### src/sel_pkg.sv
package sel_pkg;

    // defaults for the top-level parameters
    localparam int GRID_SIDE_DEF = 256;
    localparam int PARTICLES_DEF = 16;
    // readings per scan; the reading number field is fixed at 11 bits
    localparam int SCAN_READINGS = 1080;

    // beam angle in 2^-32 turn
    localparam logic [31:0] BEAM_STEP   = 32'd2982395;
    localparam logic [31:0] BEAM_OFFSET = 32'd2687337176;
    localparam logic [15:0] CORDIC_KQ16 = 16'd39797;

    // weight clamp, Q7.16
    localparam int SUM_W = 26;
    localparam logic signed [SUM_W-1:0] LOW_LIMIT  = -26'sd2177059;
    localparam logic signed [SUM_W-1:0] LOW_SET    = -26'sd2242595;
    localparam logic signed [SUM_W-1:0] HIGH_LIMIT = 26'sd2177058;
    localparam logic signed [SUM_W-1:0] HIGH_SET   = 26'sd2329229;
    localparam logic signed [15:0]      ZERO_PROB  = -16'sd32768;

    localparam int COR_W        = 35;   // CORDIC x/y
    localparam int ANG_W        = 34;   // CORDIC residual angle
    localparam int CORDIC_STEPS = 16;
    localparam int DIV_W        = 28;   // dividend/quotient
    localparam int DSR_W        = 16;   // divisor

    // register map, index = paddr[4:2]
    localparam logic [2:0] REG_ORIGIN_X    = 3'd0;
    localparam logic [2:0] REG_ORIGIN_Y    = 3'd1;
    localparam logic [2:0] REG_CELL_SIZE_X = 3'd2;
    localparam logic [2:0] REG_CELL_SIZE_Y = 3'd3;
    localparam logic [2:0] REG_MAX_RANGE   = 3'd4;
    localparam logic [2:0] REG_LOG_GAIN    = 3'd5;

    localparam logic CMD_MAP_WRITE = 1'b0;
    localparam logic CMD_BEAM      = 1'b1;

    typedef struct packed {
        logic               command;
        logic [3:0]         particle;
        logic [7:0]         cell_x;
        logic [7:0]         cell_y;
        logic signed [15:0] cell_value;
        logic signed [23:0] pose_x;
        logic signed [23:0] pose_y;
        logic [15:0]        pose_angle;
        logic [10:0]        reading_index;
        logic [15:0]        range_reading;
        logic               first_beam;
        logic               last_beam;
    } in_item_t;

    typedef struct packed {
        logic [3:0]         particle_out;
        logic signed [23:0] weight_log2;
    } out_item_t;

    typedef enum logic [3:0] {
        ST_IDLE,
        ST_ANGLE,
        ST_START,
        ST_ROTATE,
        ST_PREP,
        ST_DSTART,
        ST_DIVIDE,
        ST_LOOKUP,
        ST_ACCUM,
        ST_FINISH
    } state_t;

    // atan(2^-i) in 2^-32 turn
    function automatic logic signed [ANG_W-1:0] atan_turn(input logic [3:0] i);
        logic signed [ANG_W-1:0] r;
        unique case (i)
            4'd0:    r = 34'sd536870912;
            4'd1:    r = 34'sd316933406;
            4'd2:    r = 34'sd167458908;
            4'd3:    r = 34'sd85004756;
            4'd4:    r = 34'sd42667332;
            4'd5:    r = 34'sd21354465;
            4'd6:    r = 34'sd10679842;
            4'd7:    r = 34'sd5340245;
            4'd8:    r = 34'sd2670163;
            4'd9:    r = 34'sd1335087;
            4'd10:   r = 34'sd667544;
            4'd11:   r = 34'sd333772;
            4'd12:   r = 34'sd166886;
            4'd13:   r = 34'sd83443;
            4'd14:   r = 34'sd41722;
            default: r = 34'sd20861;
        endcase
        return r;
    endfunction

    // 11-bit value divisible by 3 (4 = 1 mod 3, so fold 2-bit digits)
    function automatic logic is_mult3(input logic [10:0] v);
        logic [4:0] s1;
        logic [2:0] s2;
        s1 = 5'(v[1:0]) + 5'(v[3:2]) + 5'(v[5:4]) + 5'(v[7:6]) + 5'(v[9:8]) + 5'(v[10]);
        s2 = 3'(s1[4]) + 3'(s1[3:2]) + 3'(s1[1:0]);
        return (s2 == 3'd0) || (s2 == 3'd3) || (s2 == 3'd6);
    endfunction

endpackage

### src/sel_cordic.sv
module sel_cordic (
    input  logic                             aclk,
    input  logic                             aresetn,
    input  logic                             start,
    input  logic [31:0]                      angle,
    input  logic [15:0]                      range_in,
    output logic                             done,
    output logic signed [sel_pkg::COR_W-1:0] x_out,
    output logic signed [sel_pkg::COR_W-1:0] y_out
);
    import sel_pkg::*;

    logic signed [COR_W-1:0] x_reg, x_next, y_reg, y_next;
    logic signed [ANG_W-1:0] z_reg, z_next;
    logic [3:0]              step_reg, step_next;
    logic                    busy_reg, busy_next, done_reg, done_next;

    logic                    fold;
    logic [31:0]             a_f;
    logic [31:0]             prod;
    logic signed [COR_W-1:0] dx, dy;

    always_comb begin
        // second and third quadrants: negate and turn by half a turn
        fold = angle[31] ^ angle[30];
        a_f  = fold ? (angle ^ 32'h8000_0000) : angle;
        prod = 32'(range_in) * 32'(CORDIC_KQ16);
        dx   = y_reg >>> step_reg;
        dy   = x_reg >>> step_reg;

        x_next = x_reg;
        y_next = y_reg;
        z_next = z_reg;
        if (start) begin
            x_next = fold ? -$signed({3'b000, prod}) : $signed({3'b000, prod});
            y_next = '0;
            z_next = {{(ANG_W-32){a_f[31]}}, a_f};
        end else if (busy_reg) begin
            if (!z_reg[ANG_W-1]) begin
                x_next = x_reg - dx;
                y_next = y_reg + dy;
                z_next = z_reg - atan_turn(step_reg);
            end else begin
                x_next = x_reg + dx;
                y_next = y_reg - dy;
                z_next = z_reg + atan_turn(step_reg);
            end
        end

        step_next = step_reg;
        busy_next = busy_reg;
        done_next = done_reg;
        if (start) begin
            step_next = '0;
            busy_next = 1'b1;
            done_next = 1'b0;
        end else if (busy_reg) begin
            step_next = step_reg + 4'd1;
            if (step_reg == 4'(CORDIC_STEPS - 1)) begin
                busy_next = 1'b0;
                done_next = 1'b1;
            end
        end
    end

    always_ff @(posedge aclk) begin
        if (!aresetn) begin
            step_reg <= '0;
            busy_reg <= 1'b0;
            done_reg <= 1'b0;
        end else begin
            step_reg <= step_next;
            busy_reg <= busy_next;
            done_reg <= done_next;
        end
    end

    always_ff @(posedge aclk) begin
        x_reg <= x_next;
        y_reg <= y_next;
        z_reg <= z_next;
    end

    assign done  = done_reg;
    assign x_out = x_reg;
    assign y_out = y_reg;
endmodule

### config.mk
export PLATFORM = sky130hd
export DESIGN_NAME = sel_cordic
export DESIGN_NICKNAME = d
export VERILOG_FILES = /design/src/sel_pkg.sv /design/src/sel_cordic.sv
export SDC_FILE = /design/constraint.sdc
export NUM_CORES = 1
export LEC_CHECK = 0
export ABC_AREA = 1
export BUFFER_PORTS_ARGS = -buffer_cell sky130_fd_sc_hd__clkbuf_2
export CAP_MARGIN = 20
export CORE_UTILIZATION = 24
export CTS_BUF_LIST = sky130_fd_sc_hd__clkbuf_4
export CTS_CLUSTER_SIZE = 10
export DETAILED_ROUTE_END_ITERATION = 8
export PLACE_DENSITY = 0.34
export SLEW_MARGIN = 20
export SYNTH_ARGS = -nofsm -noshare
export SYNTH_HDL_FRONTEND = slang
export SYNTH_SLANG_ARGS = --single-unit
### constraint.sdc
create_clock -name aclk -period 7.09 [get_ports aclk]
set_input_delay 1.0635 -clock aclk [delete_from_list [all_inputs] [get_ports aclk]]
set_output_delay 1.0635 -clock aclk [all_outputs]
set_load 0.03 [all_outputs]
---- After elaboration in Yosys (flattened, before gate mapping) ----
Memories as Yosys holds them, arrays and structs flattened. A register that Yosys moved wholly into a read port is not among the register bits.
Index checks and enable logic that the tools add are counted.
storage, ports and cells
  flip-flop bits (word level) ............. 110
  latch bits .............................. 0
  RAM bits ................................ 0
  memory bits (read-only) ................. 960
  output and inout port bits .............. 71
  logic and storage cells ................. 48
  memories kept ........................... 2
memory list
  name              depth  width  read ports  clocked after Yosys merged registers in  wr ports  line           text
  (name not given)  16     30     1           1                                        0         sel_pkg.sv:75  unique case (i)
  (name not given)  16     30     1           1                                        0         sel_pkg.sv:75
operators by class
  $add $sub $neg .......................... 8
  multipliers ............................. 1
  divide/modulo/power cells ............... 0
  $lt $le $gt $ge ......................... 0
  eq/ne operators ......................... 1
  shift operators ......................... 2
  muxes and demuxes ....................... 22
  bitwise gates (word level) .............. 3
  reduce and logical (&&, ||, !) cells .... 3
operators with widths
  operator                count
  $mux 34                 9
  $mux 35                 5
  $add 35x35->35          2
  $sshr 35x4->35          2
  $sub 35x35->35          2
  $neg 32->35             1
  $add 34x34->34          1
  $sub 34x34->34          1
  $mul 16x16->32 const B  1
  $mux 32                 1
  $mux 4                  4
  $add 4x1->4 const B     1
  $eq 4x4->1 const B      1
  $mux 1                  3
  $not 1->1               2
  $reduce_and 2->1        1
  $reduce_bool 2->1       1
  $reduce_or 2->1         1
  $xor 1x1->1             1

---- Logic depth before layout (Yosys ltp) ----
  depth in word-level cells ............... 7
  gate-level depth with buffers ........... 36
  depth with buffers taken out ............ 34

---- Least setup slack after synthesis ----
No wires, ideal clock.
  path type ............................... in2reg
  start point ............................. input port range_in[8]
  end point ............................... register x_reg[32], in the netlist x_out[32] (data pin)
  arrival time ............................ 6.207 ns
  required time ........................... 6.830 ns
  slack ................................... 0.623 ns
  cell stages on the path ................. 27
  buffers on the path ..................... 0
  cells stage by stage .................... inv_1 > fa_1 > fa_1 > inv_1 > fa_1 > inv_1 > fa_1 > inv_1 > fa_1 > inv_1 > fa_1 > inv_1 > ha_1 > a21oi_1 > o21ai_0 > nand2_1 > nand2_1 > inv_1 > nand2_1 > nand2_1 > nand2_1 > nor2_1 > nand3_1 > nor2_4 > nand4_2 > o31ai_2 > nand2_1
on the way
  word-level cells in the longest chain between the ends .. 4
ends and longest elaborated chain
  what                    line              text
  start: declaration      sel_cordic.sv:6   input logic [15:0] range_in,
  $mul 16x16->32          sel_cordic.sv:27  prod = 32'(range_in) * 32'(CORDIC_KQ16);
  $neg 32->35             sel_cordic.sv:35  x_next = fold ? -$signed({3'b000, prod}) : $signed({3'b000, prod});
  $mux 35                 sel_cordic.sv:35
  $mux 35                 sel_cordic.sv:34  if (start) begin
  via x_next[32]          sel_cordic.sv:13  logic signed [COR_W-1:0] x_reg, x_next, y_reg, y_next;
  end signal: assignment  sel_cordic.sv:79  x_reg <= x_next;
  end: declaration        sel_cordic.sv:13
The timed path passes the listed nets, and every way through them passes these cells.
A chain may end at the register's enable or synchronous reset.

---- Worst setup path in the final report ----
Ends and elaborated chain as after synthesis.

==> flow_summary.json <==
{
  "drt_wl_total_um": 90000,
  "grt.busiest_layer": "met2",
  "ctsResizeCount": 0,
  "fin_nets": 4159,
  "numCtsBuffers": 17,
  "grt_use_met1_pct": 23.7,
  "clock_latency_ps": 840,
  "final_common_cell": "nand2_1",
  "vias": 23300,
  "clkTransAtPathRegs_ps": 170,
  "mostFrequentLayoutCells": "nand2_1 (985), inv_1 (504), nand3_1 (310), nor2_1 (305), ha_1 (237)",
  "multi_input_area_mm2": 0.0175,
  "drive_above_1_share_pct": 9.79,
  "min_path_type": "input pin to register",
  "cp-end-kind": "register",
  "clk_path_buf_depth": 2,
  "yosysSeqAreaShare_pct": 14.9,
  "required_ps": 7650,
  "postCtsHoldBufs": 0,
  "grt_pass1_wl_um": 139000,
  "start_kind": "input pin",
  "synth-edff-count": 69,
  "dieArea_mm2": 0.0991,
  "drtPass1Iterations": 7,
  "grt_pass1_vias": 24000,
  "std_cell_rows": 114,
  "clock_sinks": 140,
  "synthCells": 3651,
  "ant_nets": 0,
  "detail_route.iter0.violations": 1071,
  "vias_per_cell": 4.60,
  "cap_violations": 0,
  "die_h_um": 315,
  "ys_types": 66,
  "synth_ff_type": "dfxtp_1",
  "cts_tree": "done",
  "gr-total-overflow": 0,
  "syn-mean-instance-area_um2": 6.43,
  "syn_nets": 4045,
  "hold_viol_final": 0,
  "hold_end": "busy_reg",
  "hpwl_um": 76100,
  "seqCellArea_mm2": 0.00350,
  "max-slew-margin-rel_pct": 40.7,
  "finalClockSkew_ps": 64.8,
  "synth-seq-cells": 140,
  "cts_setup_buffers": 0,
  "setup_tns_ps": 0,
  "areaGrowthSynthToFinish_pct": 11.0,
  "start_util_pct": 24.2,
  "coreArea_mm2": 0.0969,
  "worst_pin_slew_ps": 887,
  "synth_area_mm2": 0.0235,
  "crit_fanout": 5,
  "numPortBuffers": 121,
  "fmax_ghz": 0.162,
  "dieWidth_um": 315,
  "slew_viol_final": 0,
  "htreeDepth": 4,
  "violations": "DRC",
  "worstHoldPathCells": 3,
  "routedWlPerCell_um": 17.8,
  "cts_root_buf": "clkbuf_4",
  "crit_arrival_ps": 6750,
  "grt_max_degree": 66,
  "hp-start": "aresetn",
  "status": "finished, violations left",
  "route.detailed.drc": 22,
  "finalSetupViolations": 0,
  "antenna_found_initial": 3,
  "synthArstFlopShare_pct": 0,
  "r2r_slack_ps": 1090,
  "met3_usage_pct": 2.12,
  "r2r-start": "step_reg[0]",
  "reg2reg_depth": 29,
  "rr_endpoint": "x_out[34]",
  "grt.total_usage_pct": 18.3,
  "grt_use_met2_pct": 32.3,
  "nFillCells": 11100,
  "routabilityCongestion": 0.848,
  "yosysWarnings": 0,
  "rsz0062_at_grt": "no",
  "fin_crit_sh_pct": 87.3,
  "path_class": "input pin to register",
  "io_pins": 122,
  "min_period_ps": 6190
}
[metal layers]
metal / wire length [um] / share of wire [%]
met4: 1440 / 1.6
met5: 0 / 0
met2: 43900 / 49
met3: 2010 / 2.2
met1: 42600 / 47
[cells in the mapped netlist (41+ instances only)]
cell      count  area share, %
inv_1       504            8.1
nand3_1     310            6.6
a21oi_1     216            4.6
o21ai_0     188            4.0
o21ai_1      46           0.98
dfxtp_1      71            6.1
fa_1        106            9.0
nand2_1     985             16
xor2_1       87            3.2
nand4_1      41            1.1
edfxtp_1     69            8.8
nor2_1      305            4.9
ha_1        237             13
[through the flow]
| stage | util, % | worst slack (ps) | hold WS [ps] | instances | area [um2] |
|---|---|---|---|---|---|
| finish | 26.9 | 902 | 478 | 5059 | 26100 |
| detailed placement | 26.6 | -37.5 | 496 | 5022 | 25800 |
| CTS | 26.9 | 914 | 370 | 5054 | 26100 |
| global route | 26.9 | 463 | 404 | 5059 | 26100 |
| global placement | 26.6 | 34.2 | 500 | 5022 | 25800 |
| floorplan | - | 623 | 612 | 3651 | 23500 |
[logic make-up after synthesis]
logic type | count (synthesis) | share of synthesized area, %
and+or+nand+nor | 1799 | 32.9
AOI/OAI and AO/OA | 613 | 14.8
muxes | 3 | 0.128
buffers and inverters | 626 | 10.8
xor gates and xnor gates | 127 | 4.83
adders and majority gates | 343 | 21.7
DFF | 140 | 14.9
[worst max path at each step]
stage	startpoint	end	cells past startpoint	slack, ps
after floorplan	range_in[8]	x_out[32]	27	620
after global placement	range_in[8]	x_out[31]	30	30
after detailed placement	range_in[8]	x_out[33]	28	-40
after CTS	range_in[8]	x_out[33]	28	910
after global routing	range_in[8]	x_out[31]	30	460
final	range_in[8]	x_out[32]	28	900
[final cells by class]
cell class / instances / share of cell area, %
Clock buffer: 17 / 0.489
Timing Repair Buffer: 199 / 4.72
Clock inverter: 15 / 0.662
Antenna cell: 5 / 0.0480
Tap cell: 1276 / 6.12
Inverter: 522 / 7.53
Sequential cell: 140 / 13.4
Multi-Input combinational cell: 2885 / 67.0
[worst max-delay path, stage by stage]
cell and delay (ps):
clkbuf_2 90, inv_1 170, fa_1 470, fa_1 510, inv_1 50, fa_1 490, inv_1 50, fa_1 480
inv_1 60, fa_1 530, inv_1 50, fa_1 520, inv_1 40, ha_1 350, a21oi_1 240, o21ai_0 160
nand2_1 90, nand2_1 60, inv_1 60, nand2_1 50, nand2_1 50, nand2_1 80, nor2_1 150, nand3_1 160
nor2_4 160, nand4_2 160, o31ai_2 310, nand2_1 90
Power is not shown: default switching activity piles up to over one toggle a cycle in this logic, so the estimate is an artifact.
