[src/sel_pkg.sv]
package sel_pkg;

    // defaults for the top-level parameters
    localparam int GRID_SIDE_DEF = 256;
    localparam int PARTICLES_DEF = 16;
    // readings per scan; the reading number field is fixed at 11 bits
    localparam int SCAN_READINGS = 1080;

    // beam angle in 2^-32 turn
    localparam logic [31:0] BEAM_STEP   = 32'd2982395;
    localparam logic [31:0] BEAM_OFFSET = 32'd2687337176;
    localparam logic [15:0] CORDIC_KQ16 = 16'd39797;

    // weight clamp, Q7.16
    localparam int SUM_W = 26;
    localparam logic signed [SUM_W-1:0] LOW_LIMIT  = -26'sd2177059;
    localparam logic signed [SUM_W-1:0] LOW_SET    = -26'sd2242595;
    localparam logic signed [SUM_W-1:0] HIGH_LIMIT = 26'sd2177058;
    localparam logic signed [SUM_W-1:0] HIGH_SET   = 26'sd2329229;
    localparam logic signed [15:0]      ZERO_PROB  = -16'sd32768;

    localparam int COR_W        = 35;   // CORDIC x/y
    localparam int ANG_W        = 34;   // CORDIC residual angle
    localparam int CORDIC_STEPS = 16;
    localparam int DIV_W        = 28;   // dividend/quotient
    localparam int DSR_W        = 16;   // divisor

    // register map, index = paddr[4:2]
    localparam logic [2:0] REG_ORIGIN_X    = 3'd0;
    localparam logic [2:0] REG_ORIGIN_Y    = 3'd1;
    localparam logic [2:0] REG_CELL_SIZE_X = 3'd2;
    localparam logic [2:0] REG_CELL_SIZE_Y = 3'd3;
    localparam logic [2:0] REG_MAX_RANGE   = 3'd4;
    localparam logic [2:0] REG_LOG_GAIN    = 3'd5;

    localparam logic CMD_MAP_WRITE = 1'b0;
    localparam logic CMD_BEAM      = 1'b1;

    typedef struct packed {
        logic               command;
        logic [3:0]         particle;
        logic [7:0]         cell_x;
        logic [7:0]         cell_y;
        logic signed [15:0] cell_value;
        logic signed [23:0] pose_x;
        logic signed [23:0] pose_y;
        logic [15:0]        pose_angle;
        logic [10:0]        reading_index;
        logic [15:0]        range_reading;
        logic               first_beam;
        logic               last_beam;
    } in_item_t;

    typedef struct packed {
        logic [3:0]         particle_out;
        logic signed [23:0] weight_log2;
    } out_item_t;

    typedef enum logic [3:0] {
        ST_IDLE,
        ST_ANGLE,
        ST_START,
        ST_ROTATE,
        ST_PREP,
        ST_DSTART,
        ST_DIVIDE,
        ST_LOOKUP,
        ST_ACCUM,
        ST_FINISH
    } state_t;

    // atan(2^-i) in 2^-32 turn
    function automatic logic signed [ANG_W-1:0] atan_turn(input logic [3:0] i);
        logic signed [ANG_W-1:0] r;
        unique case (i)
            4'd0:    r = 34'sd536870912;
            4'd1:    r = 34'sd316933406;
            4'd2:    r = 34'sd167458908;
            4'd3:    r = 34'sd85004756;
            4'd4:    r = 34'sd42667332;
            4'd5:    r = 34'sd21354465;
            4'd6:    r = 34'sd10679842;
            4'd7:    r = 34'sd5340245;
            4'd8:    r = 34'sd2670163;
            4'd9:    r = 34'sd1335087;
            4'd10:   r = 34'sd667544;
            4'd11:   r = 34'sd333772;
            4'd12:   r = 34'sd166886;
            4'd13:   r = 34'sd83443;
            4'd14:   r = 34'sd41722;
            default: r = 34'sd20861;
        endcase
        return r;
    endfunction

    // 11-bit value divisible by 3 (4 = 1 mod 3, so fold 2-bit digits)
    function automatic logic is_mult3(input logic [10:0] v);
        logic [4:0] s1;
        logic [2:0] s2;
        s1 = 5'(v[1:0]) + 5'(v[3:2]) + 5'(v[5:4]) + 5'(v[7:6]) + 5'(v[9:8]) + 5'(v[10]);
        s2 = 3'(s1[4]) + 3'(s1[3:2]) + 3'(s1[1:0]);
        return (s2 == 3'd0) || (s2 == 3'd3) || (s2 == 3'd6);
    endfunction

endpackage

[src/sel_div.sv]
module sel_div (
    input  logic                       aclk,
    input  logic                       aresetn,
    input  logic                       start,
    input  logic [sel_pkg::DIV_W-1:0]  dividend,
    input  logic [sel_pkg::DSR_W-1:0]  divisor,
    output logic                       done,
    output logic [sel_pkg::DIV_W-1:0]  quotient
);
    import sel_pkg::*;

    localparam int CW = $clog2(DIV_W + 1);

    logic [DIV_W-1:0] quo_reg, quo_next;
    logic [DSR_W-1:0] rem_reg, rem_next;
    logic [CW-1:0]    cnt_reg, cnt_next;
    logic             busy_reg, busy_next, done_reg, done_next;
    logic [DSR_W:0]   trial;
    logic [DSR_W:0]   diff;

    always_comb begin
        // restoring division, one quotient bit per cycle
        trial = {rem_reg, quo_reg[DIV_W-1]};
        diff  = trial - {1'b0, divisor};

        quo_next  = quo_reg;
        rem_next  = rem_reg;
        cnt_next  = cnt_reg;
        busy_next = busy_reg;
        done_next = done_reg;
        if (start) begin
            quo_next  = dividend;
            rem_next  = '0;
            cnt_next  = '0;
            busy_next = 1'b1;
            done_next = 1'b0;
        end else if (busy_reg) begin
            if (trial >= {1'b0, divisor}) begin
                rem_next = diff[DSR_W-1:0];
                quo_next = {quo_reg[DIV_W-2:0], 1'b1};
            end else begin
                rem_next = trial[DSR_W-1:0];
                quo_next = {quo_reg[DIV_W-2:0], 1'b0};
            end
            cnt_next = cnt_reg + CW'(1);
            if (cnt_reg == CW'(DIV_W - 1)) begin
                busy_next = 1'b0;
                done_next = 1'b1;
            end
        end
    end

    always_ff @(posedge aclk) begin
        if (!aresetn) begin
            cnt_reg  <= '0;
            busy_reg <= 1'b0;
            done_reg <= 1'b0;
        end else begin
            cnt_reg  <= cnt_next;
            busy_reg <= busy_next;
            done_reg <= done_next;
        end
    end

    always_ff @(posedge aclk) begin
        quo_reg <= quo_next;
        rem_reg <= rem_next;
    end

    assign done     = done_reg;
    assign quotient = quo_reg;
endmodule

[config.mk]
export PLATFORM = sky130hd
export DESIGN_NAME = sel_div
export DESIGN_NICKNAME = d
export VERILOG_FILES = /design/src/sel_pkg.sv /design/src/sel_div.sv
export SDC_FILE = /design/constraint.sdc
export NUM_CORES = 1
export LEC_CHECK = 0
export BUFFER_PORTS_ARGS = -buffer_cell sky130_fd_sc_hd__buf_2
export CORE_MARGIN = 4
export CORE_UTILIZATION = 50
export CTS_CLUSTER_DIAMETER = 80
export DETAILED_ROUTE_END_ITERATION = 8
export PLACE_DENSITY_LB_ADDON = 0.3
export SLEW_MARGIN = 15
export SYNTH_ARGS = -nofsm -noshare
export SYNTH_HDL_FRONTEND = slang
export SYNTH_SLANG_ARGS = --single-unit
[constraint.sdc]
create_clock -name aclk -period 4.59 [get_ports aclk]
set_input_delay 0.459 -clock aclk [delete_from_list [all_inputs] [get_ports aclk]]
set_output_delay 0.459 -clock aclk [all_outputs]
set_load 0.01 [all_outputs]
Yosys cells after proc, flatten, opt, wreduce, memory -nomap -nowiden
Index checks and enable logic that the tools add are counted.

storage, ports and cells
  logic and storage cells = 20
  bits of input ports = 47
  output and inout bits = 29
  register bits after elaboration = 51

cells by class
  equality and inequality tests = 1
  $lt $le $gt $ge = 1
  multiplexer cells = 7
  reductions and logical operators = 3
  $add $sub $neg = 2
  bitwise logic cells = 1

operator list
  cell                                          number
  2-to-1 mux 28 bit                             2
  greater-or-equal comparator 17 x 16 -> 1 bit  1
  2-to-1 mux 16 bit                             1
  subtractor 16 bit                             1
  adder 5 x 1 -> 5 bit, second input constant   1
  == test 5 bit, second input constant          1
  2-to-1 mux 1 bit                              4
  AND reduction 2 bit                           1
  nonzero test 2 bit                            1
  OR reduction 2 bit                            1
  NOT 1 bit                                     1

Longest topological paths before layout
Gate-level depths: netlist of run 1.

  depth after elaboration = 4
  depth in mapped cells = 10
  gate-level depth less buffers = 10

Worst setup path after synthesis of run 1
No wires, ideal clock.

  path kind = register -> register
  from = register quo_reg[27], in the netlist quotient[27]
  to = register rem_reg[12]
  data arrival time = 2,222 ps
  period minus slack after synthesis = 2,355 ps
  stages on the path, launching flop included = 11
  setup time = 133 ps
  buffers on the path = 0
  setup slack = 2,235 ps
  data required time = 4,457 ps
  cells stage by stage = edfxtp_1 -> inv_1 -> ha_1 -> inv_1 -> fa_1 -> a21o_1 -> a221oi_2 -> a2111oi_0 -> or3_1 -> o211ai_1 -> a311oi_1

between the ends
  word-level cells in the longest chain between the ends = 2
  elaborated cells between the ends (all ways) = 3
  classes of those cells = add/sub (1); order compare (1); mux (1)

ends and longest elaborated chain
  item                                                                                      line                          source
  start, declared                                                                           sel_div.sv:14                 logic [DIV_W-1:0] quo_reg, quo_next;
  start signal, assigned                                                                    sel_div.sv:66                 quo_reg <= quo_next;
  subtractor 16 bit / greater-or-equal comparator 17 x 16 -> 1 bit (equally long branches)  sel_div.sv:24, sel_div.sv:38
  2-to-1 mux 16 bit (*)                                                                     sel_div.sv:38                 if (trial >= {1'b0, divisor}) begin
  end signal, assigned                                                                      sel_div.sv:67                 rem_reg <= rem_next;
  end, declared                                                                             sel_div.sv:15                 logic [DSR_W-1:0] rem_reg, rem_next;

Every way passes the cells marked *; elsewhere a longest branch is shown, timed or not.
A chain may end at the register's enable or synchronous reset.

Worst setup path in the final report of run 1
Ends and elaborated chain as after synthesis.

==> impl_results.md, run 1 <==
* Post-Syn Area at 3330 sq um
* Reg-to-Reg Start: quotient[27]
* MaxCap Viol Count at 0
* Antenna Violating Nets Remaining at 0
* Worst EP required at approximately 4800 ps
* Hold Path Class: input port to flip-flop
* RSZ-0062 raised after global routing: false
* Most common library cell in the layout ignoring fill and taps: buf_2
* Core area at ~6400 sq um
* Yosys reg bits at roughly 50
* Later-pin clock latency in the skew report at 300 ps
* CTS buffer count at 5
* Maximum root-to-sink buffer count at 2
* Status: finished, final reports clean
* Initial DRC Count at around 270
* GRT Overall Usage at a little under a fifth
* Nets at 464
* # DRC at 0
* Post-DP HPWL at about 5.7 mm
* Pwr dens at roughly 300 nW/um^2
* Placement Cell Area at ~3700 sq um
* Max Clock Freq at around 380 MHz
* Post-Syn Instances at roughly 330
* Number of global-route vias before repair at 2561
* Postcts setup bufs at 0
* Post-route clock period utilization at approximately 58%
* WL/cell at ~16 um
* Ys Warns at 0
* # IOs at 76
* Cell taking the most area after synthesis: edfxtp_1
* GRT overflow at 0
* Max Slew Vio Count at 0
* Arrival time of the worst setup path at about 2800 ps
* Reg2reg path depth at 10
* Die area at 8030 sq um
* Worst slack, placed at approximately 1900 ps
* Crit Path Max Fanout at 3
* Final WL at ~7.8 mm
* Port bufs at 75
* Crit path time final at between 2000 and 3000 ps
* Worst hold path startpoint: aresetn
* Worst setup path start: quotient[27]
* PostCTS Resize Cnt at 0
* Worst-path clk slew at roughly 90 ps
* WS Path Type: flip-flop to flip-flop
* Layout Cells excl Fill at 477
* Ant diodes at 0
* Synth cell types at just under 70
* CP endpoint kind: flip-flop
* Cell area after layout at ~3800 sq um
* CTS tree: built
* Largest net degree at the start of global routing at 46
* Number of synthesized flops with an enable pin at 28
* Die Ht at about 90 um
* Vias per inst at 5.87
* Clk_skew at approximately 9.7 ps
* Setup violators final at 0
* Sequential share of the synthesized area at between 30% and 40%
* Setup TNS at 0 ps
* Placed cell count at 469
* CTS Root Buffer Type: clkbuf_8
* Total number of vias at 2801
* Sink Count at between 50 and 60
* Initial Util at between 50% and 60%
* Finished Core Util at 59.1%
* Ys flop type: edfxtp_1
* Tightest Pin Transition at 781 ps
* Setup ws final at about 1900 ps
* Post-synth top area share at 25.2%
* Antenna violations before repair at 0
* Largest register FFs at 28
* Hold path depth at 2
* Post-synth net total at between 300 and 400
* Drt pass-1 iters at 5
* Area growth syn-to-layout at 14.0%
* Critical Path Source Type: flip-flop
* Slew HR at 46.6%
* Largest cells by area after synthesis: edfxtp_1 25%, dfxtp_1 14%, mux2_2 9.5%
* VDD IR-drop max at 0.192 mV
* Avg Inst Size Synth at approximately 10 sq um
* Die W at approximately 90 um
* Most frequent cells in the layout: 75 x buf_2, 28 x mux2_2, 28 x edfxtp_1, 26 x nor2_1, 23 x dfxtp_1
* H-tree depth at 2
* Placer congestion estimate at between 0.9 and 1
* # rows at 29
* Synth async-reset ratio at 0%
* Layout cell share with drive strength beyond 1 at about a third
* CTS Hold Bufs at 0
* LEAKAGE at approximately 1.6 nW
* First-pass GRT wire length at 11.9 mm
* Final Hold Fails at 0
-- routing by layer --
metal  track usage [%]  up-vias  part of all wire, %
met2              30.1       92                   50
met4              5.28        0                  1.9
met1              25.9     1313                   44
met3              3.28       16                  4.7
met5                 0        -                    0
li1                  -     1380                    -
-- power breakdown --
part	total (mW)	switching, mW	internal [mW]
clock network	0.285	0.143	0.142
logic	0.307	0.174	0.133
registers	0.551	0.0238	0.527
total	1.14	0.341	0.802
-- area by class of cell --
type | instances | area [sq um]
tap | 77 | 96.3
clock buffer | 8 | 101
fill | 558 | 2630
inverter | 20 | 75.1
multi-input combinational | 243 | 1830
sequential | 51 | 1300
timing repair buffer | 78 | 398
-- worst max-delay path, stage by stage (launching register included) --
cell and delay, ps:
edfxtp_1 400, inv_1 90, ha_1 150, inv_1 50
fa_1 400, a21o_1 230, a221oi_2 360, a2111oi_0 250
or3_1 370, o211ai_1 100, a311oi_1 110
-- worst paths after layout --
check,end,slack [ps]
worst min register to register,done,500
worst min-delay path,busy_reg,390
worst max-delay path,rem_reg[12],1940
worst max register to register,rem_reg[12],1940
-- synth_stat cells (all sizes together), types with 3 or more instances --
master   instances
mux2            28
xnor2            7
nand2           23
o21ai           14
ha              17
nor2            27
a21oi           17
nor2b            4
a311oi           9
nand4            5
and3             6
nor3             5
dfxtp           23
a21o             5
clkbuf           3
xor2             6
buf             15
inv             20
o41ai            4
a31o             3
nand3           16
a2111oi          3
nand4b           3
edfxtp          28
o211ai           3
nand2b           5
-- kinds of logic (layout without fill, tap and decap cells) --
kind of cell / Yosys count / after routing / synth area share [%]
flip-flops: 51 / 51 / 39.1
buffers and inverters: 39 / 106 / 6.23
XOR/XNOR: 13 / 13 / 3.42
multiplexers: 29 / 29 / 9.76
AND/OR/NAND/NOR: 102 / 102 / 15.3
adder cells (fa/ha/maj): 18 / 18 / 6.98
AO/OA/AOI/OAI: 81 / 81 / 19.2
-- through the flow --
step                hold WS [ps]  total power, mW
floorplan                    477            0.778
global placement             465            0.858
detailed placement           469            0.864
CTS                          384             1.15
global route                 387             1.20
finish                       393             1.14
No activity file was read; power rests on OpenSTA's default activity.
==> inputs of run 2 (changes only) <==
--- a/config.mk
+++ b/config.mk
@@ -7,7 +7,7 @@
 export LEC_CHECK = 0
 export BUFFER_PORTS_ARGS = -buffer_cell sky130_fd_sc_hd__buf_2
 export CORE_MARGIN = 4
-export CORE_UTILIZATION = 50
+export CORE_UTILIZATION = 49
 export CTS_CLUSTER_DIAMETER = 80
 export DETAILED_ROUTE_END_ITERATION = 8
 export PLACE_DENSITY_LB_ADDON = 0.3
==> constraint.sdc (replaced) <==
create_clock -name aclk -period 2.2 [get_ports aclk]
set_input_delay 0.22 -clock aclk [delete_from_list [all_inputs] [get_ports aclk]]
set_output_delay 0.22 -clock aclk [all_outputs]
set_load 0.01 [all_outputs]
==> run 2 against run 1 <==
  * The run now ends with setup timing left
  * Register-to-register slack worse by 2100 ps
  * Clock-buffer cell count down 3
  * Fmax up 12%
  * Non-clock buffer count up 35
  * Combinational power rose to 2.6 times the previous value
  * Die area up 1.9%
  * First-iteration DRC count down 11%
  * Via count up 6.7%
  * Worst hold slack worse by 250 ps
  * Setup slack worse by 2100 ps
  * Design area up 12%
  * Highest routed layer unchanged
==> impl_results.md, run 2 (synthesis results as in run 1) <==
* Layout cell share with drive strength beyond 1 at 45.7%
* Min Hold Slack at approximately 140 ps
* Initial Util at between 50% and 60%
* Critical Path Source Type: flip-flop
* Final WL at between 8 and 9 mm
* CTS Hold Bufs at 0
* CP endpoint kind: flip-flop
* Failing checks: setup timing
* Finished Core Util at roughly two thirds
* Setup ws final at -168 ps
* VDD IR-drop max at ~0.47 mV
* CTS buffer count at 5
* Core area at ~6500 sq um
* Most frequent cells in the layout: 75 x buf_2, 37 x buf_4, 28 x mux2_2, 28 x edfxtp_1, 24 x nor2_1
* LEAKAGE at 1.81 nW
* Most common library cell in the layout ignoring fill and taps: buf_2
* Nets at 499
* Post-DP HPWL at 6.28 mm
* Comb power frac at a little under a third
* Crit path cell chain: inv_2 > ha_4 > inv_2 > fa_2 > a21o_1 > a221oi_2 > a2111oi_2 > or3_1 > o211ai_1 > a311oi_1
* Placer congestion estimate at roughly 0.91
* Total number of vias at ~3000
* Worst slack, placed at -123 ps
* Initial DRC Count at between 200 and 250
* Ant diodes at 0
* GRT overflow at 0
* Clk_skew at 12.4 ps
* Max Clock Freq at ~420 MHz
* MaxCap Viol Count at 0
* Setup violators final at 5
* Area growth syn-to-layout at 27.2%
* Final Hold Fails at 0
* H-tree depth at 2
* Antenna Violating Nets Remaining at 0
* Die area at slightly above 8000 sq um
* Crit Path Max Fanout at 3
* CTS Root Buffer Type: clkbuf_8
* Status: complete, but fails checks
* Pint at about 1.8 mW
* Later-pin clock latency in the skew report at 310 ps
* Vias per inst at 5.84
* Max Slew Vio Count at 0
* Drt pass-1 iters at 4
* Net Switching at roughly 0.80 mW
* Power share of the clock group at roughly 26%
* # rows at 29
* Number of global-route vias before repair at 2929
* Worst-path clk slew at 100 ps
* Sw Ratio at between 30 and 40%
* RSZ-0062 raised after global routing: true
* Antenna violations before repair at 0
* Design Power at around 2.6 mW
* WL/cell at 16.8 um
* Hold Path Class: input port to flip-flop
* Die Ht at 90.5 um
* Worst path bufs/invs at 2
* GRT Overall Usage at about a fifth
* Max incr delay on CP at 420 ps
* CP top delay family: compound AO/OA/AOI/OAI gates
* Die W at between 90 and 100 um
* Post-route clock period utilization at 108%
* CTS tree: built
* Largest register FFs at 28
* Slowest cell on crit path: edfxtp_1
* Seq pwr share at 44.1%
* Sink Count at around 50
* Pwr dens at around 600 nW/um^2
* WS Path Type: flip-flop to flip-flop
* Slew HR at between 50% and 60%
* CP most frequent cell: inv_2
* First-pass GRT wire length at approximately 14 mm
* Arrival time of the worst setup path at roughly 2600 ps
* Crit path time final at about 2400 ps
* Worst EP required at 2390 ps
* # IOs at 76
* Largest net degree at the start of global routing at 45
* Tightest Pin Transition at 623 ps
* # DRC at 0
* Port bufs at 75
* Maximum root-to-sink buffer count at 2
## run 2: cell types whose count changed in the layout (fill, tap and decap cells not counted), sizes merged
cell	before	now
bufinv	0	1
clkinvlp	0	1
buf	78	113
clkbuf	8	5
inv	20	21
## run 2: worst paths after layout
kind	start	to	slack [ps]	depth (start not counted)
max	quotient[27]	rem_reg[12]	-170	10
min	aresetn	busy_reg	140	2
max reg2reg	quotient[27]	rem_reg[12]	-170	10
min reg2reg	done	done	510	1
## run 2: worst reg2reg max path, cell delays in order, from the launching register on
cell	delay, ps
edfxtp_1	420
inv_2	100
ha_4	130
inv_2	30
fa_2	340
a21o_1	200
a221oi_2	320
a2111oi_2	130
or3_1	380
o211ai_1	100
a311oi_1	100
## run 2: stage by stage
stage | area, sq um | instances | TNS, ps
floorplan | 3340 | 333 | -120
global placement | 3930 | 500 | -51.3
detailed placement | 3930 | 500 | -453
CTS | 4090 | 509 | -389
global route | 4240 | 512 | -1200
finish | 4240 | 512 | -420
## run 2: what timing repair did
| action | CTS | global route |
|---|---|---|
| endpoints found under the setup margin | 8 | 17 |
| cloned | 0 | 0 |
| pin swaps | 7 | 11 |
| setup buffers | 1 | 3 |
| gates resized for setup | 10 | 26 |
## run 2: routing by layer
layer  track usage (%)  wire, um
met5                 0         0
met4              4.34       114
met3              4.17       511
met1              27.9      3800
met2              33.1      4200
## run 2: cell type report
class	instances	area, sq um
Clock inverter	3	46.3
Tap cell	77	96.3
Inverter	20	75.1
Sequential cell	51	1310
Fill cell	506	2220
Clock buffer	5	68.8
Multi-Input combinational cell	243	1980
Timing Repair Buffer	113	664
## run 2: power by group through the flow
stage               clock network, mW  registers (mW)  logic [mW]
global placement                    0            1.16       0.692
CTS                             0.682            1.15       0.724
global route                    0.720            1.16       0.853
finish                          0.676            1.15       0.786
detailed placement                  0            1.17       0.705
floorplan                           0            1.19       0.434
==> inputs of run 3 (changes only) <==
--- a/config.mk
+++ b/config.mk
@@ -6,7 +6,7 @@
 export NUM_CORES = 1
 export LEC_CHECK = 0
 export BUFFER_PORTS_ARGS = -buffer_cell sky130_fd_sc_hd__buf_2
-export CORE_MARGIN = 4
+export CORE_MARGIN = 5
 export CORE_UTILIZATION = 49
 export CTS_CLUSTER_DIAMETER = 80
 export DETAILED_ROUTE_END_ITERATION = 8
==> run 3 against run 2 <==
  * The run still ends with setup timing left
  * Critical path depth did not move
  * Worst hold slack improved by 19 ps
  * Combinational power rose by 2%
  * First-iteration DRC count rose by 2.5%
  * Design area rose by 1.6%
  * Routed wire length rose by 1.2%
  * Register-to-register slack improved by 30 ps
  * Clock power fell by 4.7%
  * Utilization fell by 1.6 points
  * Non-clock buffer count rose by 6
  * Critical endpoint unchanged
==> impl_results.md, run 3 (synthesis results as in run 1) <==
* Vias per inst at approximately 5.7
* Placer congestion estimate at around 0.88
* CTS Root Buffer Type: clkbuf_8
* Total number of vias at ~3000
* Setup ws final at -138 ps
* Later-pin clock latency in the skew report at approximately 300 ps
* Drt pass-1 iters at 5
* Largest net degree at the start of global routing at 33
* Status: complete, but fails checks
* LEAKAGE at around 1.9 nW
* Design Power at roughly 2.6 mW
* Initial Util at about half
* Setup TNS at -445 ps
* Layout cell share with drive strength beyond 1 at 45.4%
* Max Clock Freq at ~430 MHz
* Post-route clock period utilization at 106%
* Post-DP HPWL at around 6.5 mm
* Nets at 505
* Number of global-route vias before repair at a little under 3000
* GRT Overall Usage at just under 20%
* Fillers at ~560
* Failing checks: setup timing
* CTS Hold Bufs at 0
* Slowest cell on crit path: edfxtp_1
* Worst path bufs/invs at 2
* Area growth syn-to-layout at 29.2%
* Antenna violations before repair at 0
* H-tree depth at 2
* Most common library cell in the layout ignoring fill and taps: buf_2
* Sink Count at a little over 50
* WS Path Type: flip-flop to flip-flop
* Max incr delay on CP at about 410 ps
* Core area at 6720 sq um
* # rows at 30
* GRT overflow at 0
* Die W at roughly 92 um
* # DRC at 0
* Ant diodes at 0
* CP most frequent cell: inv_2
* Tightest Pin Transition at between 700 and 800 ps
* VDD IR-drop max at 0.412 mV
* Maximum root-to-sink buffer count at 2
* Setup violators final at 5
* Largest register FFs at 28
* WL/cell at between 15 and 20 um
* Arrival time of the worst setup path at around 2500 ps
* Worst-path clk slew at approximately 90 ps
* Final WL at about 8.7 mm
* Crit path time final at approximately 2300 ps
* # IOs at between 70 and 80
* Max Slew Vio Count at 0
* Antenna Violating Nets Remaining at 0
* Clk_skew at 9.04 ps
* Worst EP required at between 2000 and 2500 ps
* RSZ-0062 raised after global routing: true
* CTS buffer count at 5
* Most frequent cells in the layout: 75 x buf_2, 40 x buf_4, 28 x mux2_2, 28 x edfxtp_1, 25 x nor2_1
* Crit path cell chain: inv_2 > ha_4 > inv_2 > fa_2 > a21o_1 > a221oi_2 > a2111oi_2 > or3_1 > o211ai_1 > a311oi_1
* Hold Path Class: input port to flip-flop
* CP endpoint kind: flip-flop
* Final Hold Fails at 0
* Port bufs at 75
* Worst slack, placed at -132 ps
* Initial DRC Count at 243
* MaxCap Viol Count at 0
* Die Ht at just over 90 um
* Crit Path Max Fanout at 3
* Slew HR at roughly 50%
* Die area at 8550 sq um
* Pwr dens at about 600 nW/um^2
* CP top delay family: compound AO/OA/AOI/OAI gates
* Critical Path Source Type: flip-flop
* First-pass GRT wire length at ~14 mm
* CTS tree: built
-- run 3: final timing paths --
check / from / end / slack, ps / depth (start not counted)
max: quotient[27] / rem_reg[12] / -140 / 10
min reg2reg: done / done / 510 / 1
max reg2reg: quotient[27] / rem_reg[12] / -140 / 10
min: aresetn / busy_reg / 160 / 2
-- run 3: per-stage QoR --
step                cells  instance area, sq um  util (%)  hold WS (ps)
finish                521                  4310      64.1           159
global route          521                  4310      64.1           151
CTS                   518                  4120      61.2           156
detailed placement    508                  3980      59.3           467
global placement      508                  3980      59.3           463
floorplan             333                  3340         -           348
-- run 3: cell type report --
class | instances | area (sq um) | area share, %
flip-flops and latches | 51 | 1300 | 30.3
multi-input cells | 243 | 1990 | 46.3
well taps | 80 | 100 | 2.32
inverters | 20 | 75.1 | 1.74
repair buffers | 119 | 729 | 16.9
clock buffers | 7 | 76.3 | 1.77
clock inverters | 1 | 30.0 | 0.697
-- run 3: what timing repair did --
action                     4_1_cts  5_1_grt
setup endpoints to repair        7       17
pin swaps                        3       15
setup buffers                    2        2
cloned                           0        1
gates resized for setup          3       34
-- run 3: where the power goes --
group	internal [mW]	leakage, nW	total, mW	switching [mW]
sequential	1.10	0.471	1.15	0.0518
clock	0.341	0.0524	0.644	0.304
combinational	0.384	1.34	0.802	0.417
-- run 3: worst register-to-register path: cells and delay by family (launching register included) --
kind	cells	cell delay, ps
flip-flops	1	410
AO/OA/AOI/OAI	5	900
adder cells (fa/ha/maj)	2	460
AND/OR/NAND/NOR	1	320
buffers and inverters	2	120
-- run 3: layer usage --
layer,vias to the layer above,global-route usage [%],wire [um]
met5,-,0,0
met4,0,4.70,97
met3,12,3.33,400
met2,75,34.7,4520
met1,1412,25.4,3700
li1,1469,-,-
